File: config.mk
export PLATFORM = sky130hd
export DESIGN_NAME = lwstat_unit
export DESIGN_NICKNAME = d
export VERILOG_FILES = /design/src/latency_window_statistics_core_assert.svh /design/src/lwstat_pkg.sv /design/src/lwstat_unit.sv
export SDC_FILE = /design/constraint.sdc
export NUM_CORES = 1
export LEC_CHECK = 0
export ABC_AREA = 0
export BUFFER_PORTS_ARGS = -buffer_cell sky130_fd_sc_hd__buf_2
export CAP_MARGIN = 20
export CORE_MARGIN = 4
export CORE_UTILIZATION = 36
export CTS_CLUSTER_SIZE = 40
export DETAILED_ROUTE_END_ITERATION = 7
export SLEW_MARGIN = 20
export SYNTH_ARGS = -nofsm -noshare
export SYNTH_HDL_FRONTEND = slang
export SYNTH_SLANG_ARGS = --single-unit
File: constraint.sdc
create_clock -name clk -period 13.6 [get_ports clk]
set_input_delay 2.04 -clock clk [delete_from_list [all_inputs] [get_ports clk]]
set_output_delay 2.04 -clock clk [all_outputs]
set_load 0.05 [all_outputs]
File: src/latency_window_statistics_core_assert.svh
// Assertion macros shared by the latency window statistics RTL.
`ifndef LATENCY_WINDOW_STATISTICS_CORE_ASSERT_SVH
`define LATENCY_WINDOW_STATISTICS_CORE_ASSERT_SVH
`ifndef ASSERT_OFF
`define LWS_ASSERT_IMP(name, ck, rstn, pre, con) \
	name: assert property (@(posedge ck) disable iff (!(rstn)) (pre) |-> (con)) \
		else $error("assertion failed: same-cycle implication");
`define LWS_ASSERT_NEXT(name, ck, rstn, pre, con) \
	name: assert property (@(posedge ck) disable iff (!(rstn)) (pre) |=> (con)) \
		else $error("assertion failed: next-cycle implication");
`else
`define LWS_ASSERT_IMP(name, ck, rstn, pre, con)
`define LWS_ASSERT_NEXT(name, ck, rstn, pre, con)
`endif
`endif

File: src/lwstat_pkg.sv
// Types and constants of the latency window statistics block.
`default_nettype none
package lwstat_pkg;
	localparam int CNT_W = 32;
	localparam int SUM_W = 64;
	localparam int PC_W  = 31;
	localparam int PT_W  = 40;
	localparam int RB_W  = 31;
	localparam int CFG_W = 40;
	localparam int CFG_IDX_W = 2;
	localparam int RTYPE_W = 2;
	localparam int STEP_W = 6;
	localparam int MILLION_W = 20;

	localparam logic [MILLION_W-1:0] MILLION   = 20'd1000000;
	localparam logic [PT_W-1:0]      GAP_RESET = 40'd1000000;
	localparam logic [RB_W-1:0]      RB_RESET  = 31'd4096;

	localparam logic [CFG_IDX_W-1:0] CFG_PERIOD_COUNT = 2'd0;
	localparam logic [CFG_IDX_W-1:0] CFG_PERIOD_TIME  = 2'd1;
	localparam logic [CFG_IDX_W-1:0] CFG_GAP          = 2'd2;
	localparam logic [CFG_IDX_W-1:0] CFG_REQ_BYTES    = 2'd3;

	localparam logic [RTYPE_W-1:0] REQ_START  = 2'd0;
	localparam logic [RTYPE_W-1:0] REQ_SAMPLE = 2'd1;
	localparam logic [RTYPE_W-1:0] REQ_FINISH = 2'd2;

	localparam logic [STEP_W-1:0] DIV_STEPS  = 6'd63;
	localparam logic [STEP_W-1:0] SQRT_STEPS = 6'd31;

	typedef enum logic [3:0] {
		ST_IDLE, ST_START, ST_SAMPLE, ST_CHECK, ST_FOLD, ST_AVG, ST_MSQ,
		ST_DEV, ST_RATE, ST_MUL_LO, ST_MUL_HI, ST_EMIT
	} state_t;

	typedef enum logic {OP_DIV, OP_SQRT} unit_op_t;

	typedef struct packed {
		logic     start;
		unit_op_t op;
	} unit_req_t;

	typedef struct packed {
		logic busy;
		logic done;
	} unit_rsp_t;
endpackage
`default_nettype wire

File: src/lwstat_unit.sv
// Shared bit-serial unit: 64-bit restoring divider and integer square root.
`default_nettype none
module lwstat_unit (
	input  wire logic                        clk,
	input  wire logic                        arst_n,
	input  wire lwstat_pkg::unit_req_t       req,
	input  wire logic [lwstat_pkg::SUM_W-1:0] opa,
	input  wire logic [lwstat_pkg::SUM_W-1:0] opb,
	output lwstat_pkg::unit_rsp_t            rsp,
	output logic [lwstat_pkg::SUM_W-1:0]     result
);
	localparam int W = lwstat_pkg::SUM_W;

	// div: ra = quotient/dividend, rb = divisor, rc = remainder
	// sqrt: ra = bit, rb = root, rc = radicand
	logic [W-1:0]    ra_q, rb_q;
	logic [W:0]      rc_q;
	logic [lwstat_pkg::STEP_W-1:0] cnt_q;
	lwstat_pkg::unit_op_t op_q;
	logic            busy_q, done_q;

	logic [W:0]   minu;
	logic [W:0]   subt;
	logic [W+1:0] diff;
	logic         ge;

	always_comb begin
		if (op_q == lwstat_pkg::OP_DIV) begin
			minu = {rc_q[W-1:0], ra_q[W-1]};
			subt = {1'b0, rb_q};
		end else begin
			minu = rc_q;
			subt = {1'b0, rb_q + ra_q};
		end
		diff = {1'b0, minu} - {1'b0, subt};
		ge   = !diff[W+1];
	end

	always_ff @(posedge clk or negedge arst_n) begin
		if (!arst_n) begin
			busy_q <= 1'b0;
			done_q <= 1'b0;
			cnt_q  <= '0;
			op_q   <= lwstat_pkg::OP_DIV;
		end else begin
			done_q <= 1'b0;
			if (req.start) begin
				busy_q <= 1'b1;
				op_q   <= req.op;
				cnt_q  <= (req.op == lwstat_pkg::OP_DIV) ? lwstat_pkg::DIV_STEPS
					: lwstat_pkg::SQRT_STEPS;
			end else if (busy_q) begin
				cnt_q <= cnt_q - 1'b1;
				if (cnt_q == '0) begin
					busy_q <= 1'b0;
					done_q <= 1'b1;
				end
			end
		end
	end

	always_ff @(posedge clk) begin
		if (req.start) begin
			if (req.op == lwstat_pkg::OP_DIV) begin
				ra_q <= opa;
				rb_q <= opb;
				rc_q <= '0;
			end else begin
				ra_q <= {2'b01, {(W-2){1'b0}}};
				rb_q <= '0;
				rc_q <= {1'b0, opa};
			end
		end else if (busy_q) begin
			if (op_q == lwstat_pkg::OP_DIV) begin
				ra_q <= {ra_q[W-2:0], ge};
				rc_q <= ge ? diff[W:0] : minu;
			end else begin
				if (ge) begin
					rc_q <= diff[W:0];
					rb_q <= (rb_q >> 1) + ra_q;
				end else begin
					rb_q <= rb_q >> 1;
				end
				ra_q <= ra_q >> 2;
			end
		end
	end

	assign rsp.busy = busy_q;
	assign rsp.done = done_q;
	assign result   = (op_q == lwstat_pkg::OP_DIV) ? ra_q : rb_q;
endmodule
`default_nettype wire

==> metrics <==
Unique masters post-synth=just over 90; Leakage=11.1 nW; Hold Crit Depth=2; Critical Path Source=ra_q[0]; Post-CTS Setup Inserts=0; yosys warns=0; placed cell area=24900 µm²; most numerous cell in the Yosys netlist=nand2_1; Starting Density=36.3%; Power, Total=7.66 mW; dominant cell type by area after synthesis=edfxtp_1; Synth Net Count=around 3200; worst reg2reg path depth=27; post-layout util=approximately two fifths; worst-path fanout max=45; H-tree levels=1; multiplexer area fraction after synthesis=11.7%; EDFF count, synth=roughly 190; die height=about 260 µm; post-synthesis simple-gate area fraction=15.2%; Startpoint Class=flop; NumNets Final=around 3200; CTS buffer count=27; Die Span X=about 260 µm; core region area=between 60000 and 70000 µm²; flops & latches, synth=just over 200; Max-cap violations=0; period utilization=between 50 and 60%; antenna-violating nets left=0; Final Max Tran Viols=0; initial antenna violation count=0; vias in the first global route=about 21000; grt total ovfl=0; slew margin rel.=28.0%; xor and xnor area share after synthesis=under 10%; RSZ-0062 raised after global routing=false; clk slew on worst S/H paths=around 70 ps; Max VDD drop=0.198 mV; worst-margin pin slew=between 1000 and 1500 ps; post-DP HPWL=~59 mm; full die area=between 60000 and 70000 µm²; TritonCTS clock tree=done; Critical Path RT=13910 ps; crit path DAT=between 7000 and 8000 ps; ys async rst share=under 10%; placed cell count=roughly 3700; RR Endpoint=rc_q[63]; pwr dens=around 300 nW/µm²; clk_skew=between 15 and 20 ps; largest net degree at the start of global routing=around 150; Synth top cells by count=nand2_1 (341), a21oi_1 (292), o21ai_0 (278); Buffers on Ports=around 200; post_cts resized=0; critical path class=reg -> reg; All-Layer GR Usage=~22%; global-route wire length before repair=123 mm; worst r2r src=ra_q[0]; initial drt markers=roughly 1900; Peak Freq=roughly 130 MHz; Main synth FF type=edfxtp_1; final non-filler cell total=~3800; Synth Area in Compound Gates=26.2%; Max Root-Sink Buffers=3; Synth area leaders=edfxtp_1 (25%), ha_1 (10%), a21oi_1 (6.3%), mux2_2 (6.1%), o21ai_0 (6.0%); Row Count=93; final worst path period need=roughly 7700 ps; final setup fails=0; gpl congestion=0.936; share of layout cells above drive strength 1=14.5%; area added between synthesis and finish=10.5%; total negative slack=0 ps; run status=finished clean; CTS hold repair buffers=0; area of the mapped netlist=approximately 23000 µm²; final hold vios=0; Sink Count=202; Crit. End Element=flop; worst hold path type=reg -> reg; I/O Pins=198; cell count after synthesis=~2800; Worst-Skew Late Latency=~560 ps; sequential share of the synthesized area=about 26%; crit path to=rc_q[63]; vias per cell=5.84; routed via count=around 22000; r2r setup slk=about 5900 ps; largest family of logic cells by synthesized area=compound AO/OA/AOI/OAI gates; clk root buf=clkbuf_16; DR WL/cell=between 20 and 25 µm; post-synth top area share=between 20% and 30%; first-pass detailed-route iteration total=5; adder-cell share of the synthesized area=10.5%; Inserted Diodes=0; DR DRC count=0; routed wire length=around 80 mm; Avg Cell Area, Syn=between 8 and 9 µm²; final instance area=about 26000 µm²
-- cells in the final DEF, fill, tap and decap left out, types with 15 or more instances in the layout --
| cell type | Yosys | routed |
|---|---|---|
| inv_1 | 60 | 59 |
| o21a_1 | 18 | 18 |
| ha_1 | 192 | 192 |
| o21ai_0 | 278 | 278 |
| nand2_1 | 341 | 339 |
| nor2b_1 | 18 | 18 |
| edfxtp_1 | 193 | 193 |
| mux2_2 | 126 | 126 |
| nand2b_1 | 24 | 24 |
| and3_1 | 16 | 16 |
| o211ai_1 | 15 | 15 |
| xnor2_1 | 103 | 103 |
| a21o_1 | 116 | 116 |
| nor2_1 | 177 | 176 |
| xor2_1 | 69 | 69 |
| buf_4 | 5 | 18 |
| a31oi_1 | 36 | 36 |
| o21ai_1 | 20 | 20 |
| a21oi_1 | 292 | 292 |
| nand4_1 | 51 | 51 |
| clkbuf_16 | 0 | 27 |
| nor3_1 | 34 | 33 |
| a211oi_1 | 21 | 21 |
| nand3_1 | 54 | 54 |
| mux2i_1 | 131 | 131 |
| o21bai_1 | 45 | 45 |
| buf_2 | 22 | 196 |
-- logic make-up (layout without fill, tap and decap cells) --
logic type / after synthesis / after routing
xor+xnor: 172 / 172
simple gates: 782 / 782
fa+ha+maj: 195 / 195
flops: 202 / 202
compound gates: 986 / 986
mux: 257 / 257
buf+inv: 244 / 326
-- layout make-up --
| cell class | count | area [µm²] |
|---|---|---|
| Sequential cell | 202 | 6020 |
| Clock buffer | 40 | 764 |
| Timing Repair Buffer | 216 | 1150 |
| Tap cell | 855 | 1070 |
| Clock inverter | 9 | 175 |
| Multi-Input combinational cell | 2392 | 16400 |
| Inverter | 61 | 229 |
| Fill cell | 6622 | 38500 |
-- worst min-delay path by stage --
stage              from  endpoint  slack, ps
5_1_grt        cnt_q[0]  cnt_q[0]        560
6_report       cnt_q[0]  cnt_q[0]        520
3_3_place_gp   cnt_q[0]  cnt_q[0]        490
3_5_place_dp   cnt_q[0]  cnt_q[0]        510
2_1_floorplan  cnt_q[0]  cnt_q[0]        470
4_1_cts        cnt_q[0]  cnt_q[0]        530
-- where the power goes --
| part | switching [mW] | total [mW] | internal (mW) |
|---|---|---|---|
| clock network | 0.305 | 0.786 | 0.481 |
| registers | 0.294 | 1.33 | 1.03 |
| logic | 3.40 | 5.54 | 2.15 |
-- per-layer routing --
layer  vias up  routed length, µm  global-route usage, %
met2       581              37000                   36.4
met5         -                  0                      0
met4         0               1530                   4.37
li1      10700                  -                      -
met3        91               3530                   2.04
met1     10600              37600                   30.7
-- critical path, cell delays in order (launching register included) --
cell and delay [ps]:
edfxtp_1 420, ha_1 240, inv_1 70, fa_1 410, nand2b_1 160, a21oi_1 280, a41o_1 330, a21bo_2 250
a41oi_2 220, o21ai_1 410, a31oi_1 320, o21ai_0 350, a41oi_1 180, xnor2_1 170, mux2i_1 120, ha_1 440
a21oi_1 200, o21bai_1 110, a21oi_1 170, o21ai_1 100, nand3_1 90, a21oi_1 70, or3_1 510, nor2_4 160
buf_4 430, nand2_1 630, o31ai_1 450, nor3b_1 80
-- registers in the layout, summed over array words and instances, names as in the netlist --
signal  count
done_q      1
ra_q       64
busy_q      1
rb_q       64
cnt_q       6
rc_q       65
op_q        1
-- metrics by stage --
step | hold WS (ps) | worst slack, ps
after floorplan | 471 | 6530
after global placement | 490 | 6270
after detailed placement | 512 | 6010
after CTS | 530 | 5980
after global routing | 558 | 5430
final | 519 | 5940
(Power assumes the default switching activity.)
